File: src/hdl/jkb_pkg.sv
// Shared types, constants and decode functions for the keyed base64 stream decoder.
`default_nettype none
package jkb_pkg;

    localparam int unsigned KEY_LEN = 6;
    localparam logic [7:0] CH_QUOTE = 8'h22;
    localparam logic [7:0] CH_COLON = 8'h3A;
    localparam logic [7:0] CH_PAD   = 8'h3D;
    localparam logic [7:0] CH_SPACE = 8'h20;
    localparam logic [7:0] CH_TAB   = 8'h09;
    localparam logic [7:0] CH_LF    = 8'h0A;
    localparam logic [7:0] CH_CR    = 8'h0D;
    localparam logic [5:0] SEXT_PLUS  = 6'd62;
    localparam logic [5:0] SEXT_SLASH = 6'd63;

    typedef struct packed {
        logic [7:0] data_byte;
        logic       byte_valid;
        logic       payload_end;
        logic       last;
    } t_res;

    // up to three results caused by one character
    typedef struct packed {
        logic [1:0] cnt;
        t_res       res2;
        t_res       res1;
        t_res       res0;
    } t_grp;

    typedef struct packed {
        logic       ok;
        logic [5:0] val;
    } t_sext;

    function automatic logic [7:0] key_char(input logic [2:0] idx);
        logic [7:0] ch;
        case (idx)
            3'd0: ch = CH_QUOTE;
            3'd1: ch = 8'h64;
            3'd2: ch = 8'h61;
            3'd3: ch = 8'h74;
            3'd4: ch = 8'h61;
            3'd5: ch = CH_QUOTE;
            default: ch = 8'h00;
        endcase
        return ch;
    endfunction

    function automatic t_sext sextet_of(input logic [7:0] c);
        t_sext s;
        s.ok  = 1'b1;
        s.val = 6'd0;
        if (c >= 8'h41 && c <= 8'h5A) begin
            s.val = 6'(c - 8'h41);
        end else if (c >= 8'h61 && c <= 8'h7A) begin
            s.val = 6'(c - 8'h61 + 8'd26);
        end else if (c >= 8'h30 && c <= 8'h39) begin
            s.val = 6'(c - 8'h30 + 8'd52);
        end else if (c == 8'h2B) begin
            s.val = SEXT_PLUS;
        end else if (c == 8'h2F) begin
            s.val = SEXT_SLASH;
        end else begin
            s.ok = 1'b0;
        end
        return s;
    endfunction

endpackage
`default_nettype wire

File: src/hdl/jkb_if.sv
// Valid/ready channel interfaces for characters in and decoded results out.
`default_nettype none
interface jkb_in_if;
    logic       valid;
    logic       ready;
    logic [7:0] char_code;
    logic       start_over;

    modport source (output valid, output char_code, output start_over, input ready);
    modport sink   (input valid, input char_code, input start_over, output ready);
endinterface

interface jkb_out_if;
    logic       valid;
    logic       ready;
    logic [7:0] data_byte;
    logic       byte_valid;
    logic       payload_end;
    logic       last;

    modport source (output valid, output data_byte, output byte_valid,
                    output payload_end, output last, input ready);
    modport sink   (input valid, input data_byte, input byte_valid,
                    input payload_end, input last, output ready);
endinterface
`default_nettype wire

File: src/hdl/json_keyed_base64_stream_decoder_core.sv
// Top level: finds the "data" key, base64-decodes its string value and streams the bytes.
// A character's result group, if it has results, is written into the result queue on its transaction.
// Throughput: one character per cycle while the result queue has room; one result per cycle
// out while o_out.ready, up to three results per character, queue depth QUEUE_DEPTH groups.
// Reset: synchronous active-low i_rst_n returns to key search and empties the queue.
`default_nettype none
module json_keyed_base64_stream_decoder_core #(
    parameter int unsigned QUEUE_DEPTH = 4
) (
    input  wire logic i_clk,
    input  wire logic i_rst_n,
    jkb_in_if.sink    i_in,
    jkb_out_if.source o_out
);

    logic          push;
    logic          space;
    jkb_pkg::t_grp grp;

    jkb_parse u_parse (
        .i_clk   (i_clk),
        .i_rst_n (i_rst_n),
        .i_in    (i_in),
        .i_space (space),
        .o_push  (push),
        .o_grp   (grp)
    );

    jkb_emit #(
        .DEPTH (QUEUE_DEPTH)
    ) u_emit (
        .i_clk   (i_clk),
        .i_rst_n (i_rst_n),
        .i_push  (push),
        .i_grp   (grp),
        .o_space (space),
        .o_out   (o_out)
    );

endmodule
`default_nettype wire

File: src/hdl/jkb_parse.sv
// Key matcher, colon/quote tracker and sextet collector; builds one result group per character.
`default_nettype none
module jkb_parse (
    input  wire logic       i_clk,
    input  wire logic       i_rst_n,
    jkb_in_if.sink          i_in,
    input  wire logic       i_space,
    output logic            o_push,
    output jkb_pkg::t_grp   o_grp
);

    typedef enum logic [1:0] {
        PH_SEARCH,
        PH_PAYLOAD,
        PH_DONE
    } t_phase;

    t_phase       r_phase, n_phase, e_phase;
    logic [2:0]   r_kp, n_kp, e_kp;
    logic         r_colon, n_colon, e_colon;
    logic [1:0]   r_cnt, n_cnt, e_cnt;
    logic [5:0]   r_store [3];
    logic         wr_en;
    logic [7:0]   c;
    logic [7:0]   b0, b1, b2;
    logic         accept;
    jkb_pkg::t_sext sx;
    jkb_pkg::t_grp  grp;

    assign i_in.ready = i_space;
    assign accept     = i_in.valid && i_space;
    assign c          = i_in.char_code;
    assign sx         = jkb_pkg::sextet_of(c);

    assign b0 = {r_store[0], r_store[1][5:4]};
    assign b1 = {r_store[1][3:0], r_store[2][5:2]};
    assign b2 = {r_store[2][1:0], sx.val};

    always_comb begin
        e_phase = i_in.start_over ? PH_SEARCH : r_phase;
        e_kp    = i_in.start_over ? 3'd0 : r_kp;
        e_colon = i_in.start_over ? 1'b0 : r_colon;
        e_cnt   = i_in.start_over ? 2'd0 : r_cnt;
        n_phase = e_phase;
        n_kp    = e_kp;
        n_colon = e_colon;
        n_cnt   = e_cnt;
        wr_en   = 1'b0;
        grp     = '0;
        case (e_phase)
            PH_SEARCH: begin
                if (e_kp < 3'(jkb_pkg::KEY_LEN)) begin
                    if (c == jkb_pkg::key_char(e_kp)) begin
                        n_kp = e_kp + 3'd1;
                    end else begin
                        n_kp = (c == jkb_pkg::CH_QUOTE) ? 3'd1 : 3'd0;
                    end
                end else if (!e_colon) begin
                    if (c == jkb_pkg::CH_COLON) begin
                        n_colon = 1'b1;
                    end else if (c != jkb_pkg::CH_SPACE && c != jkb_pkg::CH_TAB &&
                                 c != jkb_pkg::CH_LF && c != jkb_pkg::CH_CR) begin
                        n_kp = 3'd0;
                    end
                end else if (c == jkb_pkg::CH_QUOTE) begin
                    n_phase = PH_PAYLOAD;
                end
            end
            PH_PAYLOAD: begin
                if (c == jkb_pkg::CH_QUOTE) begin
                    n_cnt   = 2'd0;
                    n_phase = PH_DONE;
                    if (e_cnt == 2'd3) begin
                        grp.cnt  = 2'd2;
                        grp.res0 = '{data_byte: b0, byte_valid: 1'b1,
                                     payload_end: 1'b0, last: 1'b0};
                        grp.res1 = '{data_byte: b1, byte_valid: 1'b1,
                                     payload_end: 1'b1, last: 1'b1};
                    end else if (e_cnt == 2'd2) begin
                        grp.cnt  = 2'd1;
                        grp.res0 = '{data_byte: b0, byte_valid: 1'b1,
                                     payload_end: 1'b1, last: 1'b1};
                    end else begin
                        grp.cnt  = 2'd1;
                        grp.res0 = '{data_byte: 8'd0, byte_valid: 1'b0,
                                     payload_end: 1'b1, last: 1'b1};
                    end
                end else if (c != jkb_pkg::CH_PAD && sx.ok) begin
                    if (e_cnt != 2'd3) begin
                        wr_en = 1'b1;
                        n_cnt = e_cnt + 2'd1;
                    end else begin
                        n_cnt    = 2'd0;
                        grp.cnt  = 2'd3;
                        grp.res0 = '{data_byte: b0, byte_valid: 1'b1,
                                     payload_end: 1'b0, last: 1'b0};
                        grp.res1 = '{data_byte: b1, byte_valid: 1'b1,
                                     payload_end: 1'b0, last: 1'b0};
                        grp.res2 = '{data_byte: b2, byte_valid: 1'b1,
                                     payload_end: 1'b0, last: 1'b1};
                    end
                end
            end
            default: begin
            end
        endcase
    end

    assign o_push = accept && (grp.cnt != 2'd0);
    assign o_grp  = grp;

    always_ff @(posedge i_clk) begin
        if (!i_rst_n) begin
            r_phase <= PH_SEARCH;
            r_kp    <= 3'd0;
            r_colon <= 1'b0;
            r_cnt   <= 2'd0;
        end else if (accept) begin
            r_phase <= n_phase;
            r_kp    <= n_kp;
            r_colon <= n_colon;
            r_cnt   <= n_cnt;
        end
    end

    always_ff @(posedge i_clk) begin
        if (accept && wr_en) begin
            r_store[e_cnt] <= sx.val;
        end
    end

endmodule
`default_nettype wire

File: src/hdl/jkb_emit.sv
// Result group queue and serializer that sends one result per transaction.
`default_nettype none
module jkb_emit #(
    parameter int unsigned DEPTH = 4
) (
    input  wire logic          i_clk,
    input  wire logic          i_rst_n,
    input  wire logic          i_push,
    input  wire jkb_pkg::t_grp i_grp,
    output logic               o_space,
    jkb_out_if.source          o_out
);

    localparam int unsigned PW = (DEPTH > 1) ? $clog2(DEPTH) : 1;
    localparam int unsigned CW = $clog2(DEPTH + 1);

    jkb_pkg::t_grp r_mem [DEPTH];
    logic [PW-1:0] r_wr, r_rd;
    logic [CW-1:0] r_cnt;
    logic [1:0]    r_idx;
    jkb_pkg::t_grp hd;
    jkb_pkg::t_res cur;
    logic          pop, fire;

    assign hd = r_mem[r_rd];

    always_comb begin
        case (r_idx)
            2'd0:    cur = hd.res0;
            2'd1:    cur = hd.res1;
            2'd2:    cur = hd.res2;
            default: cur = hd.res0;
        endcase
    end

    assign o_out.valid       = (r_cnt != '0);
    assign o_out.data_byte   = cur.data_byte;
    assign o_out.byte_valid  = cur.byte_valid;
    assign o_out.payload_end = cur.payload_end;
    assign o_out.last        = cur.last;

    assign fire    = o_out.valid && o_out.ready;
    assign pop     = fire && cur.last;
    assign o_space = (r_cnt != CW'(DEPTH));

    always_ff @(posedge i_clk) begin
        if (!i_rst_n) begin
            r_wr  <= '0;
            r_rd  <= '0;
            r_cnt <= '0;
            r_idx <= 2'd0;
        end else begin
            if (i_push) begin
                r_wr <= (r_wr == PW'(DEPTH - 1)) ? '0 : r_wr + PW'(1);
            end
            if (pop) begin
                r_rd <= (r_rd == PW'(DEPTH - 1)) ? '0 : r_rd + PW'(1);
            end
            if (i_push && !pop) begin
                r_cnt <= r_cnt + CW'(1);
            end else if (pop && !i_push) begin
                r_cnt <= r_cnt - CW'(1);
            end
            if (pop) begin
                r_idx <= 2'd0;
            end else if (fire) begin
                r_idx <= r_idx + 2'd1;
            end
        end
    end

    always_ff @(posedge i_clk) begin
        if (i_push) begin
            r_mem[r_wr] <= i_grp;
        end
    end

endmodule
`default_nettype wire

File: src/flat_wrapper.sv
// flat-port wrapper written by rule: the top's interface ports become plain ports
module json_keyed_base64_stream_decoder_core_flat 
#(
    parameter int unsigned QUEUE_DEPTH = 4
)
  (i_clk, i_rst_n, i_in_valid, i_in_char_code, i_in_start_over, i_in_ready, o_out_valid, o_out_data_byte, o_out_byte_valid, o_out_payload_end, o_out_last, o_out_ready);
  jkb_in_if i_in_i ();
  jkb_out_if o_out_i ();
  input  wire logic i_clk;
  input  wire logic i_rst_n;
  input wire logic [$bits(i_in_i.valid)-1:0] i_in_valid;
  input wire logic [$bits(i_in_i.char_code)-1:0] i_in_char_code;
  input wire logic [$bits(i_in_i.start_over)-1:0] i_in_start_over;
  output wire logic [$bits(i_in_i.ready)-1:0] i_in_ready;
  output wire logic [$bits(o_out_i.valid)-1:0] o_out_valid;
  output wire logic [$bits(o_out_i.data_byte)-1:0] o_out_data_byte;
  output wire logic [$bits(o_out_i.byte_valid)-1:0] o_out_byte_valid;
  output wire logic [$bits(o_out_i.payload_end)-1:0] o_out_payload_end;
  output wire logic [$bits(o_out_i.last)-1:0] o_out_last;
  input wire logic [$bits(o_out_i.ready)-1:0] o_out_ready;
  assign i_in_i.valid = i_in_valid;
  assign i_in_i.char_code = i_in_char_code;
  assign i_in_i.start_over = i_in_start_over;
  assign i_in_ready = i_in_i.ready;
  assign o_out_valid = o_out_i.valid;
  assign o_out_data_byte = o_out_i.data_byte;
  assign o_out_byte_valid = o_out_i.byte_valid;
  assign o_out_payload_end = o_out_i.payload_end;
  assign o_out_last = o_out_i.last;
  assign o_out_i.ready = o_out_ready;
  json_keyed_base64_stream_decoder_core #(.QUEUE_DEPTH(QUEUE_DEPTH)) u_core (.i_clk(i_clk), .i_rst_n(i_rst_n), .i_in(i_in_i), .o_out(o_out_i));
endmodule
File: config.mk
export PLATFORM = sky130hd
export DESIGN_NAME = json_keyed_base64_stream_decoder_core_flat
export DESIGN_NICKNAME = d
export VERILOG_FILES = /design/src/hdl/jkb_pkg.sv /design/src/hdl/jkb_if.sv /design/src/hdl/json_keyed_base64_stream_decoder_core.sv /design/src/hdl/jkb_parse.sv /design/src/hdl/jkb_emit.sv /design/src/flat_wrapper.sv
export SDC_FILE = /design/constraint.sdc
export NUM_CORES = 1
export LEC_CHECK = 0
export ABC_AREA = 1
export ABC_CLOCK_PERIOD_IN_PS = 5300
export BUFFER_PORTS_ARGS = -buffer_cell sky130_fd_sc_hd__buf_4
export CORE_ASPECT_RATIO = 0.7
export CORE_MARGIN = 2
export CORE_UTILIZATION = 60
export CTS_CLUSTER_SIZE = 12
export DETAILED_ROUTE_END_ITERATION = 7
export PLACE_DENSITY = 0.87
export SLEW_MARGIN = 20
export SYNTH_ARGS = -nofsm -noshare
export SYNTH_HDL_FRONTEND = slang
export SYNTH_SLANG_ARGS = --single-unit
File: constraint.sdc
create_clock -name i_clk -period 5.3 [get_ports i_clk]
set_input_delay 0.265 -clock i_clk [delete_from_list [all_inputs] [get_ports i_clk]]
set_output_delay 0.265 -clock i_clk [all_outputs]
set_load 0.005 [all_outputs]
* Word-level counts from Yosys, hierarchy flattened
Memories as Yosys holds them, arrays and structs flattened. A register that Yosys moved wholly into a read port is not among the register bits.
Cells that the tools add are included.
** Word-level totals
- Logic and storage cells :: 140
- Output and inout bits :: 13
- Memories :: 2
- Memory bits (writable) :: 158
- Input port bits :: 13
- Flip-flop bits (word level) :: 17
** Cells by class
- Bitwise gates (word level) :: 1
- Eq/ne operators :: 24
- Add/sub/neg operators :: 12
- Reductions and logical operators :: 24
- Magnitude comparators :: 7
- Muxes and demuxes :: 62
** Memory list
- u_core.u_emit.r_mem :: words 4, bits a word 35, read ports 1, clocked after memory_dff 1, wr ports 1, line jkb_emit.sv:17 : jkb_pkg::t_grp r_mem [DEPTH];
- u_core.u_parse.r_store :: words 3, bits a word 6, read ports 3, clocked after memory_dff 0, wr ports 1, line jkb_parse.sv:22 : logic [5:0] r_store [3];
** Operators with widths (count)
- two-way mux 35 bit :: 3
- two-way mux 11 bit :: 4
- equality test 8 x 6 -> 1 bit (second input constant) :: 4
- two-way mux 2 bit :: 16
- two-way mux 6 bit :: 5
- case mux 7 bit (4 select lines) :: 1
- two-way mux 3 bit :: 9
- != test 8 x 4 -> 1 bit (second input constant) :: 3
- two-way mux 22 bit :: 1
- case mux 11 bit (2 select lines) :: 1
- two-way mux 1 bit :: 19
- >= comparator 8 x 7 -> 1 bit (second input constant) :: 2
- <= comparator 8 x 7 -> 1 bit (second input constant) :: 2
- two-way mux 8 bit :: 2
- != test 8 x 6 -> 1 bit (second input constant) :: 2
- logical AND 1 bit :: 14
- subtractor 6 bit (second input constant) :: 2
- equality test 2 bit (second input constant) :: 5
- adder 2 x 1 -> 2 bit (second input constant) :: 4
- equality test 8 bit :: 1
- >= comparator 8 x 6 -> 1 bit (second input constant) :: 1
- <= comparator 8 x 6 -> 1 bit (second input constant) :: 1
- adder 3 x 1 -> 3 bit (second input constant) :: 2
- adder 6 x 5 -> 6 bit (second input constant) :: 1
- 18 further kinds :: 25

* Depth between registers and ports, before layout
- Depth in word-level cells :: 16
- Mapped depth :: 21
- Depth with buffers taken out :: 20

* By module
From an unflattened synthesis, not the netlist that was laid out.
** Unflattened totals
- Cell total of the unflattened synthesis :: 822
- Area, all modules :: 8266.7 um2
** By module, submodules not included
- jkb_emit :: area an instance 5758.0 um2, seq. area each 4184.0 um2, cells an instance 464, instances 1
- jkb_parse :: area an instance 2508.7 um2, seq. area each 700.7 um2, cells an instance 358, instances 1

* Worst setup path after synthesis
OpenSTA, ideal clock, no wires.
- Path kind :: input to register
- Start :: input port i_in_char_code[2]
- End :: memory u_core.u_emit.r_mem[0][10] (netlist bit), enable pin
- Cell stages on the path :: 13
- Path buffers :: 1
- Slack :: 1963 ps
- Library setup time :: 415 ps
- Required time :: 4885 ps
- Arrival time :: 2922 ps
- Path through :: buf_2 -> inv_1 -> ha_1 -> nand2_1 -> nand2_1 -> o21ai_1 -> nand2_1 -> nand2_2 -> nand3_4 -> nand4_4 -> nand2_4 -> nand2_1 -> nor2_1
** Between the ends
- Word-level cells in the longest chain between the ends :: 14
- Elaborated cells on any way between the ends :: 26
- Those cells by class :: order compare (6); eq/ne (4); mux (10); reduce/logical (6)
** Ends and longest elaborated chain
- start: declaration :: line flat_wrapper.sv:12 : input wire logic [$bits(i_in_i.char_code)-1:0] i_in_char_code;
- parallel branches: the longest is 8 deep, another holds >= comparator 8 x 6 -> 1 bit
- two-way mux 2 bit * :: line jkb_parse.sv:70 : if (c == jkb_pkg::CH_QUOTE) begin
- two-way mux 35 bit * :: line jkb_parse.sv:50 : case (e_phase)
- nonzero test 2 bit * :: line jkb_parse.sv:109 : assign o_push = accept && (grp.cnt != 2'd0);
- logical AND 1 bit * :: line jkb_parse.sv:109
- two-way mux 1 bit * :: line jkb_emit.sv:73 : if (i_push) begin
- two-way mux 1 bit (not written as such) * :: line jkb_emit.sv:74 : r_mem[r_wr] <= i_grp;
- end: declaration :: line jkb_emit.sv:17
Mark *: on every way between the ends.

==> impl_metrics.py <==
metrics = {
    "status": {
        "outcome": "complete, no violations",
    },
    "drt": {
        "routedWlPerCell_um": 19.2,
        "vias": 5706,
        "drt_iter0_markers": 664,
        "firstDrtPassIters": 6,
        "route.detailed.drc": 0,
        "drtAntennaViolNets": 0,
        "post_drt_via_cell_ratio": 6.11,
        "drt_wl_total_um": 18000,
    },
    "worst_setup_path": {
        "end_kind": "register",
        "required_ns": 5.60,
        "startpoint_type": "register",
        "worstPathArrival_ns": 3.69,
        "cp_max_fo": 30,
        "crit_type": "reg2reg",
        "rr_worst_depth": 15,
    },
    "synth": {
        "postSynthCellCount": 741,
        "ys_warn_count": 0,
        "synthTopCellsByArea": "edfxtp_1 54%, nor2_1 5.7%, nand2_1 5.6%, o21ai_0 5.2%, dfxtp_1 5.1%",
        "syn_area_um2": 7420,
        "synth.largest_area_cell": "edfxtp_1",
        "yosysSeqAreaShare_pct": 59.3,
        "yosysUniqueCellTypes": 40,
        "yosysTopAreaCellShare_pct": 54.2,
        "ys_ff_latch": 153,
        "synth_nets": 782,
        "synth.avg_cell_area_um2": 10.0,
    },
    "final_layout": {
        "final_cell_mix": "134 x edfxtp_1, 110 x nand2_1, 109 x nor2_1",
        "syn_to_final_growth_pct": 11.6,
        "stdcell_count": 934,
        "drive_gt1_share_pct": 12.9,
        "final_common_cell": "edfxtp_1",
        "antenna_cells": 0,
        "utilization_pct": 69.7,
        "finalNetCount": 805,
    },
    "flow_run": {
        "cap_violations": 0,
    },
    "placement": {
        "port_buffers": 25,
        "dp_cells": 902,
        "post-dp-hpwl_um": 11600,
        "gp_congestion": 0.943,
    },
    "clocking": {
        "clkTransAtPathRegs_ns": 0.06,
        "clock_latency_ns": 0.42,
        "cts-root-buf": "clkbuf_16",
        "postCtsSetupBuffers": 0,
        "tritoncts": "done",
        "ctsHoldBuffers": 0,
        "cts_sinks": 153,
        "h-tree-depth": 4,
        "cts_made_buffers": 17,
        "cts_resized": 0,
        "clockBufferDepth": 2,
    },
    "sta": {
        "fin_tns_setup_ns": 0,
        "fin_worst_skew_ns": 0.00758,
        "period_minus_slack_ns": 3.39,
        "drv_slew": 0,
        "post-route-period-util_pct": 63.9,
        "holdWs_ns": 0.148,
        "max_slew_margin_pct": 36.5,
        "setup_violations": 0,
        "worstMarginPinSlew_ns": 0.951,
        "finalHoldViolCount": 0,
        "fmax_mhz": 295,
        "rsz0062_at_grt": "no",
    },
    "global_route": {
        "grt_first_pass_wirelength_um": 28600,
        "grt_usage_pct": 28.3,
        "grt_max_degree": 60,
        "grt_pass1_vias": 5557,
        "antenna_found_initial": 0,
        "grt-ovfl-total": 0,
    },
    "power_and_ir_drop": {
        "p_per_area_nw_per_um2": 302,
        "power.total_mw": 2.50,
        "worst_ir_drop_vdd_mv": 0.207,
        "leakage_nw": 3.47,
    },
    "floorplanning": {
        "std_cell_rows": 33,
        "start_util_pct": 62.4,
        "io_pins": 26,
        "fp.dieH_um": 97.1,
        "dieWidth_um": 137,
        "die_area_um2": 13300,
        "core_um2": 11900,
    },
    "worst_hold_path": {
        "min_path_type": "in2reg",
        "hold-path-cell-count": 3,
    },
}
==> logic make-up after synthesis <==
| family | Yosys count | share of synthesized area, % |
|---|---|---|
| flops | 153 | 59.3 |
| compound gates | 154 | 11.4 |
| simple gates | 297 | 18.2 |
| xor+xnor | 6 | 0.708 |
| fa+ha+maj | 28 | 4.82 |
| buf+inv | 103 | 5.51 |
==> routing by layer <==
| metal | GRT usage [%] | part of all wire, % | up-vias |
|---|---|---|---|
| li1 | - | - | 2602 |
| met1 | 40.5 | 42 | 2701 |
| met2 | 43.4 | 46 | 365 |
| met3 | 5.27 | 9.9 | 38 |
| met4 | 9.99 | 1.7 | 0 |
| met5 | 0 | 0 | - |
==> cells in the mapped netlist <==
| cell type | number |
|---|---|
| buf_1 | 1 |
| a21oi_2 | 2 |
| fa_1 | 1 |
| inv_1 | 68 |
| o21ai_1 | 4 |
| nor2_1 | 113 |
| nor2_2 | 5 |
| dfxtp_1 | 19 |
| nand2_4 | 2 |
| buf_2 | 4 |
| nor3_2 | 3 |
| buf_6 | 2 |
| a31oi_1 | 13 |
| nand3b_1 | 3 |
| clkbuf_1 | 21 |
| o211a_1 | 1 |
| nand3_2 | 3 |
| nand4_4 | 1 |
| a21oi_1 | 27 |
| or2_2 | 3 |
| nor2_4 | 2 |
| o21ai_0 | 77 |
| a221o_1 | 1 |
| edfxtp_1 | 134 |
| o221ai_1 | 1 |
| xor2_1 | 6 |
| nand3_1 | 29 |
| nand2_1 | 110 |
| nand2_2 | 3 |
| nor4_1 | 1 |
| inv_4 | 1 |
| a221oi_1 | 1 |
| nand3_4 | 2 |
| o22ai_1 | 27 |
| nand4_1 | 5 |
| nor3_1 | 3 |
| inv_2 | 6 |
| nor3b_1 | 8 |
| and2_1 | 1 |
| ha_1 | 27 |
==> registers in the layout, summed over array words and instances (netlist names), named ones only <==
signal / flops
u_core.u_emit.r_rd: 2
u_core.u_parse.r_phase: 2
u_core.u_parse.r_kp: 3
u_core.u_parse.r_store: 18
u_core.u_emit.r_mem: 116
u_core.u_emit.r_cnt: 3
u_core.u_parse.r_cnt: 2
u_core.u_parse.r_colon: 1
u_core.u_emit.r_wr: 2
u_core.u_emit.r_idx: 2
==> power breakdown <==
| group | total [mW] | switching (mW) | internal [mW] |
|---|---|---|---|
| clock | 1.10 | 0.490 | 0.607 |
| sequential | 1.30 | 0.00221 | 1.30 |
| combinational | 0.105 | 0.0735 | 0.0313 |
| total | 2.50 | 0.566 | 1.94 |
==> metrics by stage <==
step	area (µm²)	worst slack, ns
detailed placement	7740	1.82
global route	8290	1.69
floorplan	7420	1.96
global placement	7740	1.92
finish	8290	1.91
CTS	8290	1.98
==> worst max-delay path, stage by stage (launching register included) <==
cell	delay, ns
dfxtp_1	0.30
buf_4	0.23
inv_1	0.74
nor2_1	0.14
o21ai_0	0.13
nand2_1	0.09
nand3_1	0.09
nand3_1	0.13
nand2_1	0.16
ha_1	0.19
inv_1	0.09
fa_1	0.45
a21oi_1	0.16
o21ai_0	0.13
o21ai_0	0.16
a21oi_1	0.05
==> area by class of cell <==
| class | instances | area, µm² |
|---|---|---|
| inverters | 75 | 284 |
| repair buffers | 32 | 240 |
| clock inverters | 15 | 118 |
| multi-input cells | 485 | 2620 |
| fillers | 789 | 3600 |
| clock buffers | 17 | 425 |
| flip-flops and latches | 153 | 4400 |
| well taps | 157 | 196 |
==> worst paths after layout <==
check | startpoint | to | slack (ns)
worst max register to register | register | u_core.u_emit.r_cnt[2] | 1.91
worst max-delay path | register | u_core.u_emit.r_cnt[2] | 1.91
worst min register to register | u_core.u_parse.r_kp[0] | u_core.u_parse.r_kp[0] | 0.50
worst min-delay path | i_rst_n | u_core.u_emit.r_wr[1] | 0.15
Note: power is estimated with default switching activity, not from simulation.
